===== config.mk =====
export PLATFORM = sky130hd
export DESIGN_NAME = stepper_motion_command_sequencer_core
export DESIGN_NICKNAME = d
export VERILOG_FILES = /design/src/rtl/smcs_pkg.sv /design/src/rtl/smcs_front.sv /design/src/rtl/smcs_back.sv /design/src/rtl/stepper_motion_command_sequencer_core.sv
export VERILOG_INCLUDE_DIRS = /design/src /design/src/rtl
export SDC_FILE = /design/constraint.sdc
export NUM_CORES = 2
export LEC_CHECK = 0
export BUFFER_PORTS_ARGS = -buffer_cell sky130_fd_sc_hd__buf_2
export CAP_MARGIN = 5
export CORE_MARGIN = 1.5
export CORE_UTILIZATION = 50
export CTS_CLUSTER_DIAMETER = 150
export CTS_CLUSTER_SIZE = 28
export DETAILED_ROUTE_END_ITERATION = 8
export PLACE_DENSITY_LB_ADDON = 0.3
export SLEW_MARGIN = 20
export SYNTH_ARGS = -nofsm -noshare
export SYNTH_HDL_FRONTEND = slang
export SYNTH_SLANG_ARGS = --single-unit

===== constraint.sdc =====
create_clock -name i_clk -period 10.8 [get_ports i_clk]
set_input_delay 1.08 -clock i_clk [delete_from_list [all_inputs] [get_ports i_clk]]
set_output_delay 1.08 -clock i_clk [all_outputs]
set_load 0.01 [all_outputs]

===== src/rtl/assert_macros.svh =====
// assertion helpers, clocked and gated by an active-low reset
`ifndef ASSERT_MACROS_SVH
`define ASSERT_MACROS_SVH

`ifndef SYNTHESIS

`define ASSERT_ALWAYS(lbl, clk, rst_n, expr) \
    lbl: assert property (@(posedge clk) disable iff (!(rst_n)) (expr)) \
        else $error("assertion failed");

`define ASSERT_IMPLIES(lbl, clk, rst_n, ante, cons) \
    lbl: assert property (@(posedge clk) disable iff (!(rst_n)) (ante) |-> (cons)) \
        else $error("assertion failed");

`else

`define ASSERT_ALWAYS(lbl, clk, rst_n, expr)

`define ASSERT_IMPLIES(lbl, clk, rst_n, ante, cons)

`endif

`endif


===== src/rtl/smcs_pkg.sv =====
package smcs_pkg;

    localparam int VEL_W     = 26;
    localparam int TICK_W    = 32;
    localparam int ACC_W     = 32;
    localparam int CFG_W     = 32;
    localparam int CFG_IDX_W = 1;

    localparam int DEF_QUEUE_DEPTH  = 32;
    localparam int DEF_STEP_BIT_POS = 24;

    // input function codes
    localparam logic FUNC_TICK = 1'b0;
    localparam logic FUNC_ENQ  = 1'b1;

    // enqueue kind codes at the port
    localparam logic [1:0] CMD_MOVE  = 2'd0;
    localparam logic [1:0] CMD_DWELL = 2'd1;
    localparam logic [1:0] CMD_PEN   = 2'd2;

    // configuration register indexes
    localparam logic [CFG_IDX_W-1:0] CFG_PEN_UP   = 1'b0;
    localparam logic [CFG_IDX_W-1:0] CFG_PEN_DOWN = 1'b1;

    typedef enum logic [1:0] {
        KIND_NONE,
        KIND_MOVE,
        KIND_DWELL,
        KIND_PEN
    } t_kind;

    typedef struct packed {
        t_kind                    kind;
        logic signed [VEL_W-1:0]  vel_x;
        logic signed [VEL_W-1:0]  vel_y;
        logic [TICK_W-1:0]        ticks;
        logic                     pen;
    } t_cmd;

    typedef struct packed {
        logic enq;
        t_cmd cmd;
    } t_item;

    typedef struct packed {
        logic step_x;
        logic step_y;
        logic dir_x;
        logic dir_y;
        logic pen_a;
        logic pen_b;
        logic pen_pwr;
    } t_pins;

    typedef struct packed {
        logic  accepted;
        logic  empty;
        logic  room;
        logic  busy;
        t_pins pins;
    } t_result;

endpackage


===== src/rtl/smcs_front.sv =====
module smcs_front
    import smcs_pkg::*;
(
    input  logic                 i_clk,
    input  logic                 i_rst_n,
    input  logic                 i_start,
    input  logic                 i_func,
    input  logic [1:0]           i_cmd_kind,
    input  logic [VEL_W-1:0]     i_vel_x,
    input  logic [VEL_W-1:0]     i_vel_y,
    input  logic [TICK_W-1:0]    i_duration,
    input  logic                 i_pen_up,
    input  logic                 i_cfg_we,
    input  logic [CFG_IDX_W-1:0] i_cfg_idx,
    input  logic [CFG_W-1:0]     i_cfg_data,
    output logic                 o_busy,
    output logic                 o_valid,
    output t_item                o_item
);

    logic [TICK_W-1:0] r_pen_up_ticks;
    logic [TICK_W-1:0] r_pen_down_ticks;

    t_item      r_q [2];
    logic       r_wr_ptr;
    logic       r_rd_ptr;
    logic [1:0] r_cnt;

    t_item cls;
    logic  push;
    logic  pop;

    // decode the beat into the stored command form
    always_comb begin
        cls           = '0;
        cls.enq       = (i_func == FUNC_ENQ);
        cls.cmd.kind  = KIND_NONE;
        if (i_func == FUNC_ENQ) begin
            case (i_cmd_kind)
                CMD_MOVE: begin
                    cls.cmd.kind  = KIND_MOVE;
                    cls.cmd.vel_x = i_vel_x;
                    cls.cmd.vel_y = i_vel_y;
                    cls.cmd.ticks = i_duration;
                end
                CMD_DWELL: begin
                    cls.cmd.kind  = KIND_DWELL;
                    cls.cmd.ticks = i_duration;
                end
                CMD_PEN: begin
                    cls.cmd.kind  = KIND_PEN;
                    cls.cmd.pen   = i_pen_up;
                    cls.cmd.ticks = i_pen_up ? r_pen_up_ticks : r_pen_down_ticks;
                end
                default: begin
                    cls.cmd.kind  = KIND_NONE;
                end
            endcase
        end
    end

    assign o_busy  = (r_cnt == 2'd2);
    assign push    = i_start && !o_busy;
    assign pop     = (r_cnt != 2'd0);
    assign o_valid = pop;
    assign o_item  = r_q[r_rd_ptr];

    always_ff @(posedge i_clk) begin
        if (!i_rst_n) begin
            r_pen_up_ticks   <= '0;
            r_pen_down_ticks <= '0;
            r_wr_ptr         <= 1'b0;
            r_rd_ptr         <= 1'b0;
            r_cnt            <= 2'd0;
        end else begin
            if (i_cfg_we) begin
                case (i_cfg_idx)
                    CFG_PEN_UP:   r_pen_up_ticks   <= i_cfg_data;
                    CFG_PEN_DOWN: r_pen_down_ticks <= i_cfg_data;
                    default:      r_pen_up_ticks   <= r_pen_up_ticks;
                endcase
            end
            if (push) begin
                r_wr_ptr <= !r_wr_ptr;
            end
            if (pop) begin
                r_rd_ptr <= !r_rd_ptr;
            end
            r_cnt <= r_cnt + {1'b0, push} - {1'b0, pop};
        end
    end

    always_ff @(posedge i_clk) begin
        if (push) begin
            r_q[r_wr_ptr] <= cls;
        end
    end

endmodule


===== src/rtl/smcs_back.sv =====
`include "assert_macros.svh"

module smcs_back
    import smcs_pkg::*;
#(
    parameter int QUEUE_DEPTH  = DEF_QUEUE_DEPTH,
    parameter int STEP_BIT_POS = DEF_STEP_BIT_POS
) (
    input  logic    i_clk,
    input  logic    i_rst_n,
    input  logic    i_valid,
    input  t_item   i_item,
    output logic    o_done,
    output t_result o_result
);

    localparam int PTR_W = $clog2(QUEUE_DEPTH);
    localparam int CNT_W = $clog2(QUEUE_DEPTH + 1);
    localparam logic [PTR_W-1:0] LAST_PTR = PTR_W'(QUEUE_DEPTH - 1);
    localparam logic [CNT_W-1:0] FULL_CNT = CNT_W'(QUEUE_DEPTH);

    // idle command and line levels after reset (dir lines high)
    localparam t_cmd  CMD_IDLE   = '{kind: KIND_NONE, vel_x: '0, vel_y: '0,
                                     ticks: '0, pen: 1'b0};
    localparam t_pins PINS_RESET = '{step_x: 1'b0, step_y: 1'b0, dir_x: 1'b1,
                                     dir_y: 1'b1, pen_a: 1'b0, pen_b: 1'b0,
                                     pen_pwr: 1'b0};

    t_cmd              r_mem [QUEUE_DEPTH];
    t_cmd              r_rdata;
    logic [PTR_W-1:0]  r_head, n_head;
    logic [PTR_W-1:0]  r_tail, n_tail;
    logic [CNT_W-1:0]  r_count, n_count;
    t_cmd              r_cur, n_cur;
    logic [ACC_W-1:0]  r_acc_x, n_acc_x;
    logic [ACC_W-1:0]  r_acc_y, n_acc_y;
    t_pins             r_pins, n_pins;
    logic              r_accepted, n_accepted;
    logic              r_done;

    logic mem_we;

    function automatic logic [PTR_W-1:0] ptr_inc(input logic [PTR_W-1:0] p);
        ptr_inc = (p == LAST_PTR) ? '0 : p + PTR_W'(1);
    endfunction

    function automatic logic [ACC_W-1:0] sext(input logic [VEL_W-1:0] v);
        sext = {{(ACC_W - VEL_W){v[VEL_W-1]}}, v};
    endfunction

    function automatic logic positive(input logic [VEL_W-1:0] v);
        positive = !v[VEL_W-1] && (v != '0);
    endfunction

    always_comb begin
        n_head     = r_head;
        n_tail     = r_tail;
        n_count    = r_count;
        n_cur      = r_cur;
        n_acc_x    = r_acc_x;
        n_acc_y    = r_acc_y;
        n_pins     = r_pins;
        n_accepted = 1'b0;
        mem_we     = 1'b0;
        if (i_valid) begin
            if (i_item.enq) begin
                // unknown kinds arrive as none and are dropped
                if (i_item.cmd.kind != KIND_NONE && r_count != FULL_CNT) begin
                    mem_we     = 1'b1;
                    n_tail     = ptr_inc(r_tail);
                    n_count    = r_count + CNT_W'(1);
                    n_accepted = 1'b1;
                end
            end else if (r_cur.kind == KIND_NONE || r_cur.ticks == '0) begin
                // fetch: restore idle pen power after a pen command
                if (r_cur.kind == KIND_PEN) begin
                    n_pins.pen_pwr = !r_cur.pen;
                end
                if (r_count != '0) begin
                    n_cur   = r_rdata;
                    n_head  = ptr_inc(r_head);
                    n_count = r_count - CNT_W'(1);
                end else begin
                    n_cur      = '0;
                    n_cur.kind = KIND_NONE;
                end
                if (n_cur.kind == KIND_PEN) begin
                    n_pins.pen_a   = n_cur.pen;
                    n_pins.pen_b   = !n_cur.pen;
                    n_pins.pen_pwr = 1'b1;
                end
            end else begin
                if (r_cur.kind == KIND_MOVE) begin
                    n_acc_x       = r_acc_x + sext(r_cur.vel_x);
                    n_acc_y       = r_acc_y + sext(r_cur.vel_y);
                    n_pins.dir_x  = positive(r_cur.vel_x);
                    n_pins.dir_y  = positive(r_cur.vel_y);
                    n_pins.step_x = n_acc_x[STEP_BIT_POS];
                    n_pins.step_y = n_acc_y[STEP_BIT_POS];
                end
                n_cur.ticks = r_cur.ticks - TICK_W'(1);
            end
        end
    end

    always_ff @(posedge i_clk) begin
        if (!i_rst_n) begin
            r_head      <= '0;
            r_tail      <= '0;
            r_count     <= '0;
            r_cur       <= CMD_IDLE;
            r_acc_x     <= '0;
            r_acc_y     <= '0;
            r_pins      <= PINS_RESET;
            r_accepted  <= 1'b0;
            r_done      <= 1'b0;
        end else begin
            r_head     <= n_head;
            r_tail     <= n_tail;
            r_count    <= n_count;
            r_cur      <= n_cur;
            r_acc_x    <= n_acc_x;
            r_acc_y    <= n_acc_y;
            r_pins     <= n_pins;
            r_accepted <= n_accepted;
            r_done     <= i_valid;
        end
    end

    // command memory, read data always tracks the next head entry
    always_ff @(posedge i_clk) begin
        if (mem_we) begin
            r_mem[r_tail] <= i_item.cmd;
        end
        if (mem_we && r_tail == n_head) begin
            r_rdata <= i_item.cmd;
        end else begin
            r_rdata <= r_mem[n_head];
        end
    end

    assign o_done            = r_done;
    assign o_result.accepted = r_accepted;
    assign o_result.empty    = (r_count == '0);
    assign o_result.room     = (r_count != FULL_CNT);
    assign o_result.busy     = (r_cur.kind != KIND_NONE);
    assign o_result.pins     = r_pins;

    `ASSERT_ALWAYS(a_count_bound, i_clk, i_rst_n, r_count <= FULL_CNT)
    `ASSERT_IMPLIES(a_empty_ptrs, i_clk, i_rst_n, r_count == '0, r_head == r_tail)
    `ASSERT_IMPLIES(a_part_ptrs, i_clk, i_rst_n, r_count != '0 && r_count != FULL_CNT, r_head != r_tail)
    `ASSERT_IMPLIES(a_none_idle, i_clk, i_rst_n, r_cur.kind == KIND_NONE, r_cur.ticks == '0)

endmodule


===== src/rtl/stepper_motion_command_sequencer_core.sv =====
// two-axis plotter motion sequencer. a beat with i_func high enqueues a move, dwell or pen
// command into a QUEUE_DEPTH-entry command memory (a full memory or an unknown kind drops it,
// o_accepted low); a beat with i_func low is one timer tick that either fetches the next
// command or advances the current one, stepping the axes from the STEP_BIT_POS bit of two
// free-running 32-bit accumulators. beats are taken whenever start is high and busy is
// low, one per clock. every beat gives exactly one result, shown for one cycle with o_done
// after passing the front queue register and the back-end result register; the receiver cannot
// hold results off, so they must be taken as they come. the rate of one beat per clock is set
// by the back-end execute stage, whose registered command memory read tracks the next head.
// pen durations come from the config registers at the moment a pen command is enqueued;
// write them only while no beat is in flight. no clearing pass runs after reset.
`include "assert_macros.svh"

module stepper_motion_command_sequencer_core
    import smcs_pkg::*;
#(
    parameter int QUEUE_DEPTH  = DEF_QUEUE_DEPTH,
    parameter int STEP_BIT_POS = DEF_STEP_BIT_POS
) (
    input  logic                 i_clk,
    input  logic                 i_rst_n,
    // command channel
    input  logic                 start,
    output logic                 busy,
    input  logic                 i_func,
    input  logic [1:0]           i_cmd_kind,
    input  logic [VEL_W-1:0]     i_vel_x,
    input  logic [VEL_W-1:0]     i_vel_y,
    input  logic [TICK_W-1:0]    i_duration,
    input  logic                 i_pen_up,
    // config write port
    input  logic                 i_cfg_we,
    input  logic [CFG_IDX_W-1:0] i_cfg_idx,
    input  logic [CFG_W-1:0]     i_cfg_data,
    // result channel
    output logic                 o_done,
    output logic                 o_accepted,
    output logic                 o_queue_empty,
    output logic                 o_queue_has_room,
    output logic                 o_busy_res,
    output logic                 o_step_x,
    output logic                 o_step_y,
    output logic                 o_dir_x,
    output logic                 o_dir_y,
    output logic                 o_pen_a,
    output logic                 o_pen_b,
    output logic                 o_pen_power
);

    logic    q_valid;
    t_item   q_item;
    t_result res;

    // front: decode beats, latch pen durations, buffer in a short queue
    smcs_front u_front (
        .i_clk      (i_clk),
        .i_rst_n    (i_rst_n),
        .i_start    (start),
        .i_func     (i_func),
        .i_cmd_kind (i_cmd_kind),
        .i_vel_x    (i_vel_x),
        .i_vel_y    (i_vel_y),
        .i_duration (i_duration),
        .i_pen_up   (i_pen_up),
        .i_cfg_we   (i_cfg_we),
        .i_cfg_idx  (i_cfg_idx),
        .i_cfg_data (i_cfg_data),
        .o_busy     (busy),
        .o_valid    (q_valid),
        .o_item     (q_item)
    );

    // back: command memory, current command, accumulators and line levels
    smcs_back #(
        .QUEUE_DEPTH  (QUEUE_DEPTH),
        .STEP_BIT_POS (STEP_BIT_POS)
    ) u_back (
        .i_clk    (i_clk),
        .i_rst_n  (i_rst_n),
        .i_valid  (q_valid),
        .i_item   (q_item),
        .o_done   (o_done),
        .o_result (res)
    );

    assign o_accepted       = res.accepted;
    assign o_queue_empty    = res.empty;
    assign o_queue_has_room = res.room;
    assign o_busy_res       = res.busy;
    assign o_step_x         = res.pins.step_x;
    assign o_step_y         = res.pins.step_y;
    assign o_dir_x          = res.pins.dir_x;
    assign o_dir_y          = res.pins.dir_y;
    assign o_pen_a          = res.pins.pen_a;
    assign o_pen_b          = res.pins.pen_b;
    assign o_pen_power      = res.pins.pen_pwr;

    // every accepted beat surfaces as a result through the front queue and back-end registers
    `ASSERT_IMPLIES(a_beat_latency, i_clk, i_rst_n, start && !busy, ##2 o_done)

endmodule

Word level (Yosys, flattened, before mapping)
Memories as Yosys holds them, arrays and structs flattened. A register that Yosys moved wholly into a read port is not among the register bits.
Cells that the tools add are included.
{"block": "totals", "reg_bits": 244, "ramBits": 2960, "input_bits": 125, "output_inout_bits": 13, "wordCells": 115, "memories": 2}
{"name": "u_back.r_mem", "words": 32, "word_bits": 87, "rd": 1, "rd_clocked_by_memory_dff": 1, "wr": 1, "line": "smcs_back.sv:29", "source": "t_cmd r_mem [QUEUE_DEPTH];"}
{"name": "u_front.r_q", "words": 2, "word_bits": 88, "rd": 1, "rd_clocked_by_memory_dff": 1, "wr": 1, "line": "smcs_front.sv:24", "source": "t_item r_q [2];"}
{"block": "op_classes", "n_addsub": 9, "n_eq_ne": 10, "n_mux": 32, "n_bitwise": 3, "n_reduce_logical": 35}
{"op": "87-bit 2-to-1 mux", "count": 5}
{"op": "32-bit adder", "count": 2}
{"op": "32-bit 2-to-1 mux", "count": 2}
{"op": "32-bit one-hot mux with 2 select lines", "count": 1}
{"op": "52-bit 2-to-1 mux", "count": 1}
{"op": "26-bit nonzero test", "count": 2}
{"op": "32-bit logical NOT", "count": 1}
{"op": "32-bit by 1-bit subtractor with 32-bit output (second input constant)", "count": 1}
{"op": "5-bit 2-to-1 mux", "count": 6}
{"op": "6-bit 2-to-1 mux", "count": 4}
{"op": "4-bit AND reduction", "count": 4}
{"op": "1-bit 2-to-1 mux", "count": 12}
{"op": "2-bit nonzero test", "count": 6}
{"op": "5-bit by 1-bit adder with 5-bit output (second input constant)", "count": 2}
{"op": "5-bit equality test (second input constant)", "count": 2}
{"op": "2-bit equality test (second input constant)", "count": 4}
{"op": "1-bit logical NOT", "count": 7}
{"op": "6-bit by 1-bit adder with 6-bit output (second input constant)", "count": 1}
{"op": "6-bit logical NOT", "count": 1}
{"op": "6-bit != test (second input constant)", "count": 1}
{"op": "2-bit one-hot mux with 3 select lines", "count": 1}
{"op": "2-bit AND reduction", "count": 3}
{"op": "3-bit AND reduction", "count": 2}
{"op": "6-bit nonzero test", "count": 1}
{"op": "other kinds (10)", "count": 17}

Logic depth before layout (Yosys ltp)
{"block": "logic_depth", "word_depth": 8, "mapped_depth": 12, "mapped_depth_nobuf": 12}

By module
Synthesis repeated with hierarchy kept, for this count alone.
{"block": "hier_totals", "hier_cells": 5912, "hier_area_um2": 124239.2}
{"module": "smcs_back", "n_inst": 1, "cells_each": 5186, "area_each_um2": 114355.9, "seq_area_each_um2": 86903.3}
{"module": "smcs_front", "n_inst": 1, "cells_each": 726, "area_each_um2": 9883.2, "seq_area_each_um2": 6666.4}

Worst setup path before layout
OpenSTA, ideal clock, no wires.
{"block": "synth_path", "path_type": "reg-to-reg", "start": "reg (tool-made name)", "end": "mem u_back.r_mem[28][0] in the netlist's numbering (enable)", "setup_ns": 0.534, "arrival_time_ns": 5.262, "t_required_ns": 10.266, "setup_slack_ns": 5.004, "path_stages_with_launch": 8, "n_path_buf": 2, "synth_period_minus_slack_ns": 5.796, "cell_sequence": "dfxtp_1 clkbuf_1 mux2i_2 a211oi_1 and2_1 clkbuf_1 nand2_1 nor2_1"}
{"element": "to (decl)", "line": "smcs_back.sv:29"}

==> flow_metrics.py <==
metrics = {
    "timing": {
        "setup_viol": 0,
        "hold_violations": 0,
        "rsz0062_at_grt": "false",
        "worst_pin_slew_ns": 1.27,
        "period_share_pct": 43.4,
        "skew_ns": 0.0412,
        "drv_slew": 0,
        "tns_ns": 0,
        "fmax_mhz": 213,
        "slew_headroom_pct": 15.7,
        "period_needed_ns": 4.69,
    },
    "clock_network": {
        "hold_buffers": 0,
        "cts_resized": 0,
        "cts_buffer_depth": 3,
        "cts_sinks": 3194,
        "clkTransAtPathRegs_ns": 0.11,
        "numCtsBuffers": 132,
        "postCtsSetupBuffers": 0,
        "htreeDepth": 4,
        "cts-root-buf": "clkbuf_16",
        "clk_latency_ns": 0.85,
        "cts_tree": "yes",
    },
    "route": {
        "wirelength_um": 306000,
        "drc": 0,
        "ant_nets": 0,
        "firstDrtPassIters": 6,
        "routedWlPerCell_um": 32.4,
        "vias_per_cell": 6.42,
        "first_iter_violations": 7961,
        "vias": 60700,
    },
    "yosys": {
        "synth-seq-cells": 3194,
        "yosysMostFrequentCell": "edfxtp_1",
        "postSynthCellCount": 5977,
        "synthArstFlopShare_pct": 0,
        "synth_area_leaders": "edfxtp_1, mux4_2, dfxtp_1",
        "ys_types": 73,
        "yosys.area.top_type_share_pct": 71.4,
        "syn_area_um2": 124000,
        "ys_warn_count": 0,
        "synth_top_area_cell": "edfxtp_1",
        "synth_nets": 6170,
        "yosysSeqAreaShare_pct": 75.2,
        "synthTopCellsByCount": "edfxtp_1, mux4_2, nor2_1",
        "synth_area_per_cell_um2": 20.8,
        "synth_edf_count": 2960,
        "ys.flop_type": "edfxtp_1",
    },
    "global_route": {
        "overflow": 0,
        "grt_pass1_wl_um": 437000,
        "antenna_found_initial": 19,
        "grt_max_degree": 133,
        "groute.usage.overall_pct": 24.4,
        "first_global_vias": 60000,
    },
    "cells_and_area": {
        "finalNonFillerCells": 9453,
        "final_area_um2": 133000,
        "final_nets": 6234,
        "drive_gt1_share_pct": 23.8,
        "syn_to_final_growth_pct": 7.02,
    },
    "power_and_ir_drop": {
        "power_density_nw_per_um2": 164,
        "leakagePower_nw": 40.1,
        "ir_drop_mv": 0.150,
    },
    "placed_design": {
        "dp.final_hpwl_um": 174000,
        "io_buffers": 137,
        "place_inst": 9218,
        "place_area_um2": 129000,
        "gp_congestion": 0.808,
    },
    "outcome": {
        "status": "finished clean",
    },
    "setup_path": {
        "cp.arrival_ns": 5.39,
        "cpMaxStageDelayCell": "dfxtp_4",
        "crit_type": "register to register",
        "path_cells": "buf_4 -> buf_4 -> mux4_2 -> mux4_2 -> mux2i_1 -> o32ai_1 -> a22oi_1 -> nor2_1",
        "start_kind": "register",
        "crit_path_max_incr_delay_ns": 1.00,
        "worst_path_dominant_cell_family": "buffers and inverters",
        "cp_max_fo": 59,
        "end_kind": "register",
        "required_ns": 11.50,
        "critPathBufInv": 2,
    },
    "floorplan": {
        "die_y_um": 502,
        "ioPinCount": 138,
        "dieWidth_um": 502,
        "coreArea_um2": 247000,
        "initial_core_util_pct": 50.4,
        "fp-row-count": 182,
        "die_area_um2": 252000,
    },
    "flow_run": {
        "maxCapViolCount": 0,
    },
    "worst_hold_path": {
        "hp-start": "u_front.r_pen_down_ticks[14]",
        "hold_class": "register to register",
    },
}
per-stage QoR:
stage / setup slack (ns) / power [mW] / utilization [%] / hold WS [ns]
floorplan: 5.00 / 15.4 / - / 0.431
global route: 5.86 / 22.5 / 54.0 / 0.432
finish: 6.11 / 21.8 / 54.0 / 0.458
detailed placement: 6.10 / 16.0 / 52.4 / 0.445
CTS: 6.09 / 22.0 / 54.0 / 0.409
global placement: 6.09 / 16.0 / 52.4 / 0.437
metal layers:
metal  GRT usage (%)  vias to the layer above  routed length, um
met5               0                        -                 34
li1                -                    24600                  -
met2            39.1                     2848             149000
met3            3.17                      318              26100
met1            35.9                    32900             125000
met4            5.56                        4               6940
path summary, 6_finish.rpt:
check,slack (ns),to,cells past startpoint
setup / recovery,6.11,u_back.r_cur[17],8
hold / removal,0.46,u_front.r_pen_down_ticks[14],2
setup reg to reg,6.11,u_back.r_cur[17],8
hold reg to reg,0.46,u_front.r_pen_down_ticks[14],2
layout by cell type, fill, tap and decap left out, drive strengths merged, types with 66 or more instances in the layout:
| cell | Yosys | final |
|---|---|---|
| mux2i | 97 | 97 |
| dfxtp | 234 | 234 |
| nor2 | 282 | 282 |
| nand2 | 252 | 252 |
| mux4 | 861 | 861 |
| edfxtp | 2960 | 2960 |
| clkbuf | 173 | 215 |
| buf | 153 | 256 |
| mux2 | 121 | 121 |
| a21oi | 235 | 235 |
| o21ai | 66 | 66 |
layout make-up:
class | instances | area (um2)
timing repair buffer | 256 | 1740
inverter | 26 | 105
clock inverter | 14 | 256
antenna | 5 | 12.5
multi-input combinational | 2431 | 29600
fill | 18500 | 113000
clock buffer | 215 | 3680
sequential | 3194 | 93600
tap | 3312 | 4140
state kept, by name, summed over array words and instances (netlist names), 2 cells and up, named ones only:
signal                    flops
u_back.o_result               5
u_back.r_acc_x               25
u_back.r_acc_y               25
u_back.r_count                6
u_back.r_cur                 87
u_back.r_head                 5
u_back.r_mem               2784
u_back.r_tail                 5
u_front.r_cnt                 2
u_front.r_pen_down_ticks     32
u_front.r_pen_up_ticks       32
u_front.r_q                 176
worst reg2reg max path, delay by kind of cell, from the launching register on:
family	cells	cell delay [ns]
simple gates	1	0.06
buf+inv	2	1.69
flops	1	1.00
mux	3	1.43
compound gates	2	0.38
report_power, final:
part	switching [mW]	internal (mW)
combinational	1.17	0.717
sequential	0.0610	13.8
clock	3.69	2.42
cells by family (layout without fill, tap and decap cells):
family	after synthesis	in the layout	share of synthesized area, %
AOI/OAI and AO/OA	474	474	2.31
other	0	5	0
muxes	1079	1079	17.5
and+or+nand+nor	770	770	2.82
DFF	3194	3194	75.2
buffers and inverters	352	511	1.21
xor gates and xnor gates	40	40	0.282
adders and majority gates	68	68	0.702
(Power assumes the default switching activity.)
